`config.mk`:
```
export PLATFORM = sky130hd
export DESIGN_NAME = radix_number_converter_core
export DESIGN_NICKNAME = d
export VERILOG_FILES = /design/src/rtl/core/rnc_pkg.sv /design/src/rtl/core/rnc_ram.sv /design/src/rtl/core/radix_number_converter_core.sv
export VERILOG_INCLUDE_DIRS = /design/src /design/src/rtl/core
export SDC_FILE = /design/constraint.sdc
export NUM_CORES = 2
export LEC_CHECK = 0
export ABC_AREA = 1
export BUFFER_PORTS_ARGS = -buffer_cell sky130_fd_sc_hd__buf_2
export CORE_MARGIN = 8
export CORE_UTILIZATION = 58
export DETAILED_ROUTE_END_ITERATION = 8
export PLACE_DENSITY = 0.74
export SLEW_MARGIN = 20
export SYNTH_ARGS = -nofsm -noshare
export SYNTH_HDL_FRONTEND = slang
export SYNTH_SLANG_ARGS = --single-unit
```
`constraint.sdc`:
```
create_clock -name clk_i -period 12.6 [get_ports clk_i]
set_input_delay 1.89 -clock clk_i [delete_from_list [all_inputs] [get_ports clk_i]]
set_output_delay 1.89 -clock clk_i [all_outputs]
set_load 0.005 [all_outputs]
```
`src/rtl/core/radix_number_converter_core_assert.svh`:
```
// Assertion macros shared by the converter RTL.
// Both macros sample on clk_i and are disabled while rst_ni is low.
`ifndef RADIX_NUMBER_CONVERTER_CORE_ASSERT_SVH
`define RADIX_NUMBER_CONVERTER_CORE_ASSERT_SVH

`ifndef ASSERT_OFF
`define RNC_ASSERT_ALWAYS(lbl, expr, msg) \
  lbl: assert property (@(posedge clk_i) disable iff (!rst_ni) (expr)) else $error(msg);
`define RNC_ASSERT_IMPL(lbl, ante, cons, msg) \
  lbl: assert property (@(posedge clk_i) disable iff (!rst_ni) (ante) |-> (cons)) \
    else $error(msg);
`else
`define RNC_ASSERT_ALWAYS(lbl, expr, msg)
`define RNC_ASSERT_IMPL(lbl, ante, cons, msg)
`endif

`endif

```
`src/rtl/core/rnc_pkg.sv`:
```
`default_nettype none

package rnc_pkg;

  localparam int IntBits      = 48;
  localparam int FracInDigits = 11;
  localparam int FracOutDigits = 10;
  localparam int MaxBase      = 36;

  localparam int CharW   = 8;
  localparam int BaseW   = 6;
  localparam int DigitW  = 6;
  localparam int FracW   = 64;
  localparam int ProdW   = FracW + BaseW;
  localparam int NintW   = $clog2(IntBits + 1);
  localparam int RamAw   = $clog2(IntBits);
  localparam int BcntW   = $clog2(IntBits);
  localparam int FidxW   = $clog2(FracOutDigits);
  localparam int NfracW  = $clog2(FracOutDigits + 1);
  localparam int NtakenW = $clog2(FracInDigits + 1);
  localparam int ShW     = $clog2(BaseW);
  localparam int CfgIdxW = 1;

  localparam logic [CfgIdxW-1:0] CfgFromBase = 1'b0;
  localparam logic [CfgIdxW-1:0] CfgToBase   = 1'b1;

  localparam logic [BaseW-1:0] FromBaseRst = BaseW'(10);
  localparam logic [BaseW-1:0] ToBaseRst   = BaseW'(2);

  localparam logic [CharW-1:0] CharMinus  = 8'h2D;
  localparam logic [CharW-1:0] CharPoint  = 8'h2E;
  localparam logic [CharW-1:0] CharZero   = 8'h30;
  localparam logic [CharW-1:0] CharNine   = 8'h39;
  localparam logic [CharW-1:0] CharUpperA = 8'h41;
  localparam logic [CharW-1:0] CharUpperZ = 8'h5A;
  localparam logic [CharW-1:0] CharLowerA = 8'h61;
  localparam logic [CharW-1:0] CharLowerZ = 8'h7A;

  typedef struct packed {
    logic [CharW-1:0] char_code;
    logic             last_char;
  } rnc_in_t;

  typedef struct packed {
    logic [CharW-1:0] out_char;
    logic             last_out;
    logic             overflow;
  } rnc_out_t;

  typedef struct packed {
    logic              ok;
    logic [DigitW-1:0] val;
  } rnc_sym_t;

  function automatic logic [BaseW-1:0] clamp_base(input logic [BaseW-1:0] b);
    logic [BaseW-1:0] r;
    r = b;
    if (b < BaseW'(2)) begin
      r = BaseW'(2);
    end else if (b > BaseW'(MaxBase)) begin
      r = BaseW'(MaxBase);
    end
    return r;
  endfunction

  function automatic rnc_sym_t sym_value(input logic [CharW-1:0] c);
    rnc_sym_t s;
    s.ok  = 1'b1;
    s.val = '0;
    case (c) inside
      [CharZero:CharNine]:     s.val = DigitW'(c - CharZero);
      [CharUpperA:CharUpperZ]: s.val = DigitW'(c - CharUpperA + 8'd10);
      [CharLowerA:CharLowerZ]: s.val = DigitW'(c - CharLowerA + 8'd10);
      default:                 s.ok  = 1'b0;
    endcase
    return s;
  endfunction

  function automatic logic [CharW-1:0] digit_char(input logic [DigitW-1:0] d);
    logic [CharW-1:0] r;
    if (d < DigitW'(10)) begin
      r = CharZero + CharW'(d);
    end else begin
      r = CharUpperA + CharW'(d) - 8'd10;
    end
    return r;
  endfunction

endpackage

`default_nettype wire

```
`src/rtl/core/rnc_ram.sv`:
```
`default_nettype none

module rnc_ram #(
  parameter int Width = 8,
  parameter int Depth = 32
) (
  input  wire logic                     clk_i,
  input  wire logic                     we_i,
  input  wire logic [$clog2(Depth)-1:0] waddr_i,
  input  wire logic [Width-1:0]         wdata_i,
  input  wire logic [$clog2(Depth)-1:0] raddr_i,
  output logic      [Width-1:0]         rdata_o
);

  logic [Width-1:0] mem_q [Depth];

  always_ff @(posedge clk_i) begin
    if (we_i) begin
      mem_q[waddr_i] <= wdata_i;
    end
    rdata_o <= mem_q[raddr_i];
  end

endmodule

`default_nettype wire

```
`src/rtl/core/radix_number_converter_core.sv`:
```
// Each source character takes a take step, plus a denominator multiply for a kept fraction digit.
// The last character then computes the 10 fraction digits
// (one multiply and 6 compare-subtract steps each), then each integer digit
// (bit-serial long division over 48 bits), then emits the output beats.
// Everything runs through one shared multiplier and one shared subtractor.
// Reset is asynchronous, active low; it loads the register defaults and clears the number.
`default_nettype none
`include "radix_number_converter_core_assert.svh"

module radix_number_converter_core (
  input  wire logic                          clk_i,
  input  wire logic                          rst_ni,
  input  wire logic                          in_valid_i,
  output logic                               in_stall_o,
  input  wire rnc_pkg::rnc_in_t              in_data_i,
  output logic                               out_valid_o,
  input  wire logic                          out_stall_i,
  output rnc_pkg::rnc_out_t                  out_data_o,
  input  wire logic                          cfg_we_i,
  input  wire logic [rnc_pkg::CfgIdxW-1:0]   cfg_idx_i,
  input  wire logic [rnc_pkg::BaseW-1:0]     cfg_wdata_i
);

  import rnc_pkg::*;

  typedef enum logic [12:0] {
    S_IDLE   = 13'b0000000000001,
    S_TAKE   = 13'b0000000000010,
    S_MDEN   = 13'b0000000000100,
    S_FMUL   = 13'b0000000001000,
    S_FDIV   = 13'b0000000010000,
    S_ICHK   = 13'b0000000100000,
    S_IDIV   = 13'b0000001000000,
    S_OSIGN  = 13'b0000010000000,
    S_OZERO  = 13'b0000100000000,
    S_ORD    = 13'b0001000000000,
    S_OINT   = 13'b0010000000000,
    S_OPOINT = 13'b0100000000000,
    S_OFRAC  = 13'b1000000000000
  } state_e;

  state_e               state_q, state_d;
  logic [BaseW-1:0]     from_base_q, from_base_d, to_base_q, to_base_d;
  rnc_in_t              in_q, in_d;
  logic                 neg_q, neg_d, fmode_q, fmode_d, seen_q, seen_d, ovf_q, ovf_d;
  logic [IntBits-1:0]   ival_q, ival_d;
  logic [FracW-1:0]     num_q, num_d, den_q, den_d, rem_q, rem_d;
  logic [NtakenW-1:0]   ntaken_q, ntaken_d;
  logic [ShW-1:0]       sh_q, sh_d;
  logic [DigitW-1:0]    quo_q, quo_d;
  logic [FidxW-1:0]     fidx_q, fidx_d;
  logic [NfracW-1:0]    nfrac_q, nfrac_d;
  logic [DigitW-1:0]    frac_q [FracOutDigits];
  logic [DigitW-1:0]    frac_d [FracOutDigits];
  logic [BcntW-1:0]     bcnt_q, bcnt_d;
  logic [NintW-1:0]     nint_q, nint_d;
  logic [RamAw-1:0]     oidx_q, oidx_d;
  logic                 out_valid_q, out_valid_d;
  rnc_out_t             out_q, out_d;

  logic [BaseW-1:0]     base_in, base_out, mul_b;
  rnc_sym_t             sv;
  logic                 digit_ok, int_sat;
  logic [FracW-1:0]     mul_a;
  logic [ProdW-1:0]     prod, acc_sum;
  logic [FracW-1:0]     sub_a, sub_b, rem_step;
  logic [FracW:0]       diff;
  logic                 borrow;
  logic                 emit_v, emit_last, emit_go, out_free, in_acc, clr;
  logic [CharW-1:0]     emit_char;
  logic                 ram_we;
  logic [DigitW-1:0]    ram_rdata;

  assign in_stall_o  = (state_q != S_IDLE);
  assign in_acc      = in_valid_i && !in_stall_o;
  assign out_valid_o = out_valid_q;
  assign out_data_o  = out_q;
  assign out_free    = !out_valid_q || !out_stall_i;

  assign base_in  = clamp_base(from_base_q);
  assign base_out = clamp_base(to_base_q);
  assign sv       = sym_value(in_q.char_code);
  assign digit_ok = sv.ok && (sv.val < base_in);

  always_comb begin
    case (state_q)
      S_TAKE:  mul_a = fmode_q ? num_q : FracW'(ival_q);
      S_MDEN:  mul_a = den_q;
      default: mul_a = rem_q;
    endcase
  end

  assign mul_b   = (state_q == S_FMUL) ? base_out : base_in;
  assign prod    = ProdW'(mul_a) * ProdW'(mul_b);
  assign acc_sum = prod + ProdW'(sv.val);
  assign int_sat = |acc_sum[ProdW-1:IntBits];

  always_comb begin
    if (state_q == S_IDIV) begin
      sub_a = FracW'({rem_q[DigitW-1:0], ival_q[IntBits-1]});
      sub_b = FracW'(base_out);
    end else begin
      sub_a = rem_q;
      sub_b = den_q << sh_q;
    end
  end

  assign diff     = {1'b0, sub_a} - {1'b0, sub_b};
  assign borrow   = diff[FracW];
  assign rem_step = borrow ? sub_a : diff[FracW-1:0];

  always_comb begin
    emit_v    = 1'b0;
    emit_last = 1'b0;
    emit_char = CharZero;
    case (state_q)
      S_OSIGN: begin
        emit_v    = neg_q && ((nint_q != '0) || (nfrac_q != '0));
        emit_char = CharMinus;
      end
      S_OZERO: begin
        emit_v    = 1'b1;
        emit_last = (nfrac_q == '0);
      end
      S_OINT: begin
        emit_v    = 1'b1;
        emit_char = digit_char(ram_rdata);
        emit_last = (oidx_q == '0) && (nfrac_q == '0);
      end
      S_OPOINT: begin
        emit_v    = 1'b1;
        emit_char = CharPoint;
      end
      S_OFRAC: begin
        emit_v    = 1'b1;
        emit_char = digit_char(frac_q[fidx_q]);
        emit_last = (NfracW'(fidx_q) == nfrac_q - 1'b1);
      end
      default: emit_v = 1'b0;
    endcase
  end

  assign emit_go = emit_v && out_free;
  assign clr     = emit_go && emit_last;

  always_comb begin
    state_d     = state_q;
    from_base_d = from_base_q;
    to_base_d   = to_base_q;
    in_d        = in_q;
    neg_d       = neg_q;
    fmode_d     = fmode_q;
    seen_d      = seen_q;
    ovf_d       = ovf_q;
    ival_d      = ival_q;
    num_d       = num_q;
    den_d       = den_q;
    rem_d       = rem_q;
    ntaken_d    = ntaken_q;
    sh_d        = sh_q;
    quo_d       = quo_q;
    fidx_d      = fidx_q;
    nfrac_d     = nfrac_q;
    frac_d      = frac_q;
    bcnt_d      = bcnt_q;
    nint_d      = nint_q;
    oidx_d      = oidx_q;
    ram_we      = 1'b0;
    out_valid_d = out_valid_q;
    out_d       = out_q;

    if (cfg_we_i) begin
      if (cfg_idx_i == CfgFromBase) begin
        from_base_d = cfg_wdata_i;
      end else if (cfg_idx_i == CfgToBase) begin
        to_base_d = cfg_wdata_i;
      end
    end

    if (emit_go) begin
      out_valid_d       = 1'b1;
      out_d.out_char    = emit_char;
      out_d.last_out    = emit_last;
      out_d.overflow    = ovf_q;
    end else if (!out_stall_i) begin
      out_valid_d = 1'b0;
    end

    case (state_q)
      S_IDLE: begin
        if (in_acc) begin
          in_d    = in_data_i;
          state_d = S_TAKE;
        end
      end
      S_TAKE: begin
        seen_d  = 1'b1;
        state_d = in_q.last_char ? S_FMUL : S_IDLE;
        if (in_q.char_code == CharMinus) begin
          if (!seen_q) begin
            neg_d = 1'b1;
          end
        end else if (in_q.char_code == CharPoint) begin
          fmode_d = 1'b1;
        end else if (digit_ok) begin
          if (!fmode_q) begin
            ival_d = int_sat ? '1 : acc_sum[IntBits-1:0];
            if (int_sat) begin
              ovf_d = 1'b1;
            end
          end else if (ntaken_q < NtakenW'(FracInDigits)) begin
            num_d   = acc_sum[FracW-1:0];
            state_d = S_MDEN;
          end
        end
        rem_d   = num_q;
        fidx_d  = '0;
        nfrac_d = '0;
      end
      S_MDEN: begin
        den_d    = prod[FracW-1:0];
        ntaken_d = ntaken_q + 1'b1;
        rem_d    = num_q;
        fidx_d   = '0;
        nfrac_d  = '0;
        state_d  = in_q.last_char ? S_FMUL : S_IDLE;
      end
      S_FMUL: begin
        rem_d   = prod[FracW-1:0];
        sh_d    = ShW'(BaseW - 1);
        quo_d   = '0;
        state_d = S_FDIV;
      end
      S_FDIV: begin
        rem_d = rem_step;
        quo_d = {quo_q[DigitW-2:0], !borrow};
        sh_d  = sh_q - 1'b1;
        if (sh_q == '0) begin
          frac_d[fidx_q] = quo_d;
          if (quo_d != '0) begin
            nfrac_d = NfracW'(fidx_q) + 1'b1;
          end
          if (fidx_q == FidxW'(FracOutDigits - 1)) begin
            nint_d  = '0;
            state_d = S_ICHK;
          end else begin
            fidx_d  = fidx_q + 1'b1;
            state_d = S_FMUL;
          end
        end
      end
      S_ICHK: begin
        rem_d  = '0;
        bcnt_d = '0;
        state_d = (ival_q == '0) ? S_OSIGN : S_IDIV;
      end
      S_IDIV: begin
        rem_d  = rem_step;
        ival_d = {ival_q[IntBits-2:0], !borrow};
        bcnt_d = bcnt_q + 1'b1;
        if (bcnt_q == BcntW'(IntBits - 1)) begin
          ram_we  = 1'b1;
          nint_d  = nint_q + 1'b1;
          state_d = S_ICHK;
        end
      end
      S_OSIGN: begin
        if (emit_go || !emit_v) begin
          oidx_d  = RamAw'(nint_q - 1'b1);
          state_d = (nint_q == '0) ? S_OZERO : S_ORD;
        end
      end
      S_OZERO: begin
        if (emit_go) begin
          state_d = (nfrac_q != '0) ? S_OPOINT : S_IDLE;
        end
      end
      S_ORD: begin
        state_d = S_OINT;
      end
      S_OINT: begin
        if (emit_go) begin
          if (oidx_q == '0) begin
            state_d = (nfrac_q != '0) ? S_OPOINT : S_IDLE;
          end else begin
            oidx_d  = oidx_q - 1'b1;
            state_d = S_ORD;
          end
        end
      end
      S_OPOINT: begin
        if (emit_go) begin
          fidx_d  = '0;
          state_d = S_OFRAC;
        end
      end
      S_OFRAC: begin
        if (emit_go) begin
          if (emit_last) begin
            state_d = S_IDLE;
          end else begin
            fidx_d = fidx_q + 1'b1;
          end
        end
      end
      default: state_d = S_IDLE;
    endcase

    if (clr) begin
      neg_d    = 1'b0;
      fmode_d  = 1'b0;
      seen_d   = 1'b0;
      ovf_d    = 1'b0;
      ival_d   = '0;
      num_d    = '0;
      den_d    = FracW'(1);
      ntaken_d = '0;
    end
  end

  always_ff @(posedge clk_i or negedge rst_ni) begin
    if (!rst_ni) begin
      state_q     <= S_IDLE;
      from_base_q <= FromBaseRst;
      to_base_q   <= ToBaseRst;
      neg_q       <= 1'b0;
      fmode_q     <= 1'b0;
      seen_q      <= 1'b0;
      ovf_q       <= 1'b0;
      ival_q      <= '0;
      num_q       <= '0;
      den_q       <= FracW'(1);
      ntaken_q    <= '0;
      sh_q        <= '0;
      fidx_q      <= '0;
      nfrac_q     <= '0;
      bcnt_q      <= '0;
      nint_q      <= '0;
      oidx_q      <= '0;
      out_valid_q <= 1'b0;
    end else begin
      state_q     <= state_d;
      from_base_q <= from_base_d;
      to_base_q   <= to_base_d;
      neg_q       <= neg_d;
      fmode_q     <= fmode_d;
      seen_q      <= seen_d;
      ovf_q       <= ovf_d;
      ival_q      <= ival_d;
      num_q       <= num_d;
      den_q       <= den_d;
      ntaken_q    <= ntaken_d;
      sh_q        <= sh_d;
      fidx_q      <= fidx_d;
      nfrac_q     <= nfrac_d;
      bcnt_q      <= bcnt_d;
      nint_q      <= nint_d;
      oidx_q      <= oidx_d;
      out_valid_q <= out_valid_d;
    end
  end

  always_ff @(posedge clk_i) begin
    in_q   <= in_d;
    rem_q  <= rem_d;
    quo_q  <= quo_d;
    frac_q <= frac_d;
    out_q  <= out_d;
  end

  rnc_ram #(
    .Width(DigitW),
    .Depth(IntBits)
  ) u_digit_ram (
    .clk_i  (clk_i),
    .we_i   (ram_we),
    .waddr_i(nint_q[RamAw-1:0]),
    .wdata_i(rem_step[DigitW-1:0]),
    .raddr_i(oidx_q),
    .rdata_o(ram_rdata)
  );

  // The denominator is a product of radices and can never reach zero.
  `RNC_ASSERT_ALWAYS(a_den_nonzero, den_q != '0, "fraction denominator is zero")
  // Between characters the held fraction stays a proper fraction.
  `RNC_ASSERT_IMPL(a_frac_proper, state_q == S_IDLE, num_q < den_q, "fraction not proper")
  `RNC_ASSERT_IMPL(a_ovf_sat, ovf_q && (state_q == S_IDLE), &ival_q,
                   "overflow set without saturated integer")
  `RNC_ASSERT_IMPL(a_frac_digit, (state_q == S_FDIV) && (sh_q == '0),
                   quo_d < DigitW'(base_out), "fraction digit not below output radix")
  `RNC_ASSERT_IMPL(a_int_rem, state_q == S_IDIV, rem_q < FracW'(base_out),
                   "partial remainder not below output radix")

endmodule

`default_nettype wire

```
[Word-level counts from Yosys, hierarchy flattened]
Memories as Yosys holds them, arrays and structs flattened. A register that Yosys moved wholly into a read port is not among the register bits.
Index checks and enable logic that the tools add are counted.
Storage, ports and cells
  register bits after elaboration: 387
  output and inout bits: 12
  memory bits (writable): 288
  bits of input ports: 21
  word-level logic and storage cells: 289
  memories: 1
Operators by class
  multiplexer cells: 110
  magnitude comparators: 16
  multiply operators: 1
  equal/unequal tests: 42
  shifts and indexed selects: 1
  reduce and logical (&&, ||, !) cells: 60
  add/subtract/negate cells: 21
  bitwise gates (word level): 2
Memories
  u_digit_ram.mem_q: depth 48, bits a word 6, rd ports 1, clocked after Yosys merged registers in 1, wr ports 1, RTL line rnc_ram.sv:15  | logic [Width-1:0] mem_q [Depth];
Operators by type and width (count)
  $mux W64: 13
  $mux W48: 6
  $pmux W64 S4: 1
  $pmux W13 S13: 1
  $pmux W64 S2: 1
  $mux W13: 9
  $mux W6: 18
  $pmux W48 S2: 1
  $add A70 B6 Y70: 1
  $mul A64 B6 Y70: 1
  $sub A64 B64 Y65: 1
  $shl A64 B3 Y64: 1
  $bwmux W60: 1
  $mux W4: 15
  $logic_not A48 Y1: 1
  $pmux W6 S2: 3
  $pmux W8 S4: 1
  $ne A2 B2 Y1 const B: 15
  $mux W1: 26
  $reduce_bool A2 Y1: 13
  $bmux W6 S4: 1
  $demux W6 S4: 1
  $mux W12: 2
  $mux W8: 3
  other kinds (68): 117

[Longest topological paths before layout]
  word-level depth: 14
  depth in mapped cells: 49
  depth with buffers taken out: 48

[Hierarchy]
Synthesis repeated with hierarchy kept, for this count alone.
Second synthesis, totals
  cell total of the unflattened synthesis: 7741
  area total of the unflattened synthesis: 56365.3 µm²
Modules (own cells, without submodules)
  radix_number_converter_core: area each 44372.6 µm², seq. area each 10401.2 µm², times used 1, cells an instance 6735
  rnc_ram: area each 11992.8 µm², seq. area each 8768.4 µm², times used 1, cells an instance 1006

[Worst setup path before layout]
Ideal clock, no wire load.
  path type: register to register
  start point: reg state_q[9]
  end point: reg ival_q[1]
  arrival: 7.486 ns
  stages on the path, launching flop included: 46
  path slack: 4.995 ns
  period minus slack after synthesis: 7.605 ns
  path through: dfrtp_1 -> nor2_1 -> nand2_1 -> nor2_1 -> inv_2 -> nor4_1 -> inv_1 -> nor2_1 -> nand2_1 -> o21a_1 -> clkbuf_1 -> clkbuf_1 -> inv_1 -> nand2_1 -> fa_1 -> fa_1 -> fa_1 -> inv_1 -> [... 10 more ...] -> nor2_1 -> nand2_2 -> nor2_4 -> nand3_4 -> nor2_8 -> nand2_4 -> nor2_8 -> nand3_2 -> nand2_2 -> nand2_1 -> nor2_1 -> nand2_1 -> nor2_2 -> nand2_2 -> buf_6 -> buf_6 -> o21ai_2 -> nand2_1
On the way
  longest elaborated chain between the ends: 12
Ends and longest elaborated chain
  start: declaration: RTL line radix_number_converter_core.sv:42  | state_e state_q, state_d;
  start signal: assignment: RTL line radix_number_converter_core.sv:342  | state_q <= state_d;
  $eq A13 B3 Y1 (tied with other cells): RTL line radix_number_converter_core.sv:86  | case (state_q)
  $pmux W64 S2 or $mux W6 (tied branches): RTL line radix_number_converter_core.sv:86, radix_number_converter_core.sv:93
  $mul A64 B6 Y70: RTL line radix_number_converter_core.sv:94  | assign prod = ProdW'(mul_a) * ProdW'(mul_b);
  $add A70 B6 Y70: RTL line radix_number_converter_core.sv:95  | assign acc_sum = prod + ProdW'(sv.val);
  $reduce_or A22 Y1: RTL line radix_number_converter_core.sv:96  | assign int_sat = |acc_sum[ProdW-1:IntBits];
  $mux W48: RTL line radix_number_converter_core.sv:207  | ival_d = int_sat ? '1 : acc_sum[IntBits-1:0];
  $mux W48: RTL line radix_number_converter_core.sv:206  | if (!fmode_q) begin
  $mux W48: RTL line radix_number_converter_core.sv:205  | end else if (digit_ok) begin
  $mux W48: RTL line radix_number_converter_core.sv:203  | end else if (in_q.char_code == CharPoint) begin
  $mux W48: RTL line radix_number_converter_core.sv:199  | if (in_q.char_code == CharMinus) begin
  $pmux W48 S2: RTL line radix_number_converter_core.sv:189  | case (state_q)
  $mux W48: RTL line radix_number_converter_core.sv:309  | if (clr) begin
  end signal: assignment: RTL line radix_number_converter_core.sv:349  | ival_q <= ival_d;
  end: declaration: RTL line radix_number_converter_core.sv:46  | logic [IntBits-1:0] ival_q, ival_d;
Parallel ways exist; a longest one is shown, timed or not. The select of a mux whose other input is x is not followed.
A chain may end at the register's enable or synchronous reset.

[Final worst setup path]
  start point: reg state_q[9]
  end point: reg ival_q[2]
Same word-level chain as after synthesis.

==> results.toml <==
[cells_and_area]
layout-drive-gt1-share = 0.0630
nets = 8049
stdcell_count = 8926
fill_cells = 8603
multi_input_area_um2 = 31500
final_util = 0.625
area_growth_pct = 7.09
regArea_um2 = 19200
insertedDiodeCount = 0

[worst_hold_path]
hold_class = "reg -> reg"

[logic_synthesis]
avgSynthCellArea_um2 = 7.34
synth-edff-count = 435
synth_area_leaders = "edfxtp_1 (23%), nand2_1 (12%), dfrtp_1 (10%)"
synth_common_cells = "nand2_1 (1799), inv_1 (1222), nor2_1 (1152)"
synthDistinctLibCells = 69
netlist_instances = 7664
synth_warnings = 0
yosysSeqAreaShare = 0.341
synth_top_area_frac = 0.232
synth-seq-cells = 680
mappedNetlistArea_um2 = 56300
syn_nets = 8114
async_reset_ff_frac = 0.351
synth_ff_type = "edfxtp_1"
yosysMostFrequentCell = "nand2_1"
synth_top_cell_by_area = "edfxtp_1"

[detailed_routing]
via_per_inst = 5.97
drt-pass1-iter-count = 7
drt_wl_total_um = 188000
ant_nets = 0
dr.first_iter.drc_count = 6473
drc = 0
vias = 53304
routedWlPerCell_um = 21.1

[sta]
slew_violations = 0
clock_skew_ps = 22.8
tns_ps = 0
finalHoldViolCount = 0
setup_viol = 0
max_slew.worst_pin.slew_ps = 1060
holdWs_ps = 481
rsz0062_at_grt = "no"
max_clock_freq_mhz = 101
relSlewSlack = 0.296
fin_crit_sh = 0.786
period_needed_ps = 9900

[global_routing]
antenna_found_initial = 3
grt_max_degree = 116
grt.overflow.total = 0
grt_usage = 0.342
grt_pass1_wl_um = 291000
grt_pass1_vias = 51253

[die]
die_w_um = 327
die_area_um2 = 107000
start_util = 0.584
core_area_um2 = 96400
rows = 114
ios = 33
dieHeight_um = 327

[worst_setup_path]
setup.worst_path.start_class = "register"
crit_type = "reg -> reg"
arrival_ps = 10420
crit_top_cell = "nand2_1"
slowest_stage = "fa_1"
crit_required_ps = 13120
cp-end-kind = "register"
critPathMaxStageDelay_ps = 550
path_max_fanout = 44

[clock_tree]
clock_path_buffers = 3
postCtsSetupBuffers = 0
cts-resized-gates = 0
cts_buffers = 67
clock_sinks = 680
htree_levels = 3
hold_buffers = 0
clock_latency_ps = 630
cts.reportedPaths.clkPinSlew_ps = 70
cts-root-buf = "clkbuf_16"
cts_tree = "yes"

[placed_design]
port-buffer-count = 31
dp.cells = 8806
place_hpwl_um = 142000
place_congestion = 1.13

[flow_run]
max-cap-violations = 0

[run_status]
status = "completed"
## layout make-up
cell class | instances | area share
Clock buffer | 95 | 0.0322
Tap cell | 1276 | 0.0265
Clock inverter | 25 | 0.00453
Sequential cell | 680 | 0.318
Inverter | 1273 | 0.0793
Timing Repair Buffer | 146 | 0.0171
Multi-Input combinational cell | 5431 | 0.522
## registers in the layout, indices dropped and copies added (netlist names), 9 cells and up
signal and flops:
frac_q 60, u_digit_ram.mem_q 288, in_q 9, num_q 64
state_q 13, den_q 64, rem_q 64, ival_q 48
out_data_o 9
## worst paths after layout
path / from / to / slack [ps] / cells after the start
max: state_q[9] / ival_q[2] / 2700 / 43
min: ival_q[1] / ival_q[1] / 480 / 2
max reg2reg: state_q[9] / ival_q[2] / 2700 / 43
min reg2reg: ival_q[1] / ival_q[1] / 480 / 2
max in group asynchronous: rst_ni / den_q[61] / 8860 / 3
min in group asynchronous: rst_ni / from_base_q[5] / 1280 / 1
## routing by layer
layer	track usage	part of all wire	routed length, um
met1	0.444	0.39	73300
met2	0.543	0.45	84400
met3	0.0718	0.11	19900
met4	0.171	0.057	10700
met5	0	0.000058	11
## placed cells by master, fill, tap and decap left out, types with 22 or more instances in the layout
master     count
nand2_1     1792
inv_1       1220
nor2_1      1149
o21ai_0      446
edfxtp_1     435
nand3_1      277
fa_1         251
a21oi_1      233
dfrtp_1      229
ha_1         178
o22ai_1      163
o211ai_1     161
buf_4        113
nand4_1       79
clkbuf_16     73
nor3_1        71
xor2_1        68
a221oi_1      59
a211oi_1      55
nand2_2       52
mux2i_1       52
o221ai_1      52
inv_2         42
xnor2_1       37
nor2_2        35
buf_2         31
a31oi_1       30
nor4_1        22
## metrics by stage
stage               setup WS, ps  cell area (um2)
detailed placement          2660            58000
global route                2180            60300
global placement            2590            58000
CTS                         2620            60200
finish                      2700            60300
floorplan                   4990            56300
## kinds of logic (layout without fill, tap and decap cells)
family,count (synthesis),after routing,share of synthesized area
AOI/OAI and AO/OA,1288,1288,0.140
xor gates and xnor gates,105,105,0.0163
adders and majority gates,429,429,0.129
buffers and inverters,1553,1539,0.104
DFF,680,680,0.341
muxes,53,53,0.00943
other,1,1,0.0000667
and+or+nand+nor,3555,3555,0.260
## critical path: cells and delay by family, from the launching register on
| kind | cells | cell delay (ps) |
|---|---|---|
| AOI/OAI and AO/OA | 2 | 190 |
| and+or+nand+nor | 26 | 4730 |
| adders and majority gates | 4 | 1990 |
| buffers and inverters | 11 | 2370 |
| DFF | 1 | 400 |
Power is left out: the tool's default activity adds up to more than one toggle a clock period on the data nets, which glitch-free logic cannot reach.
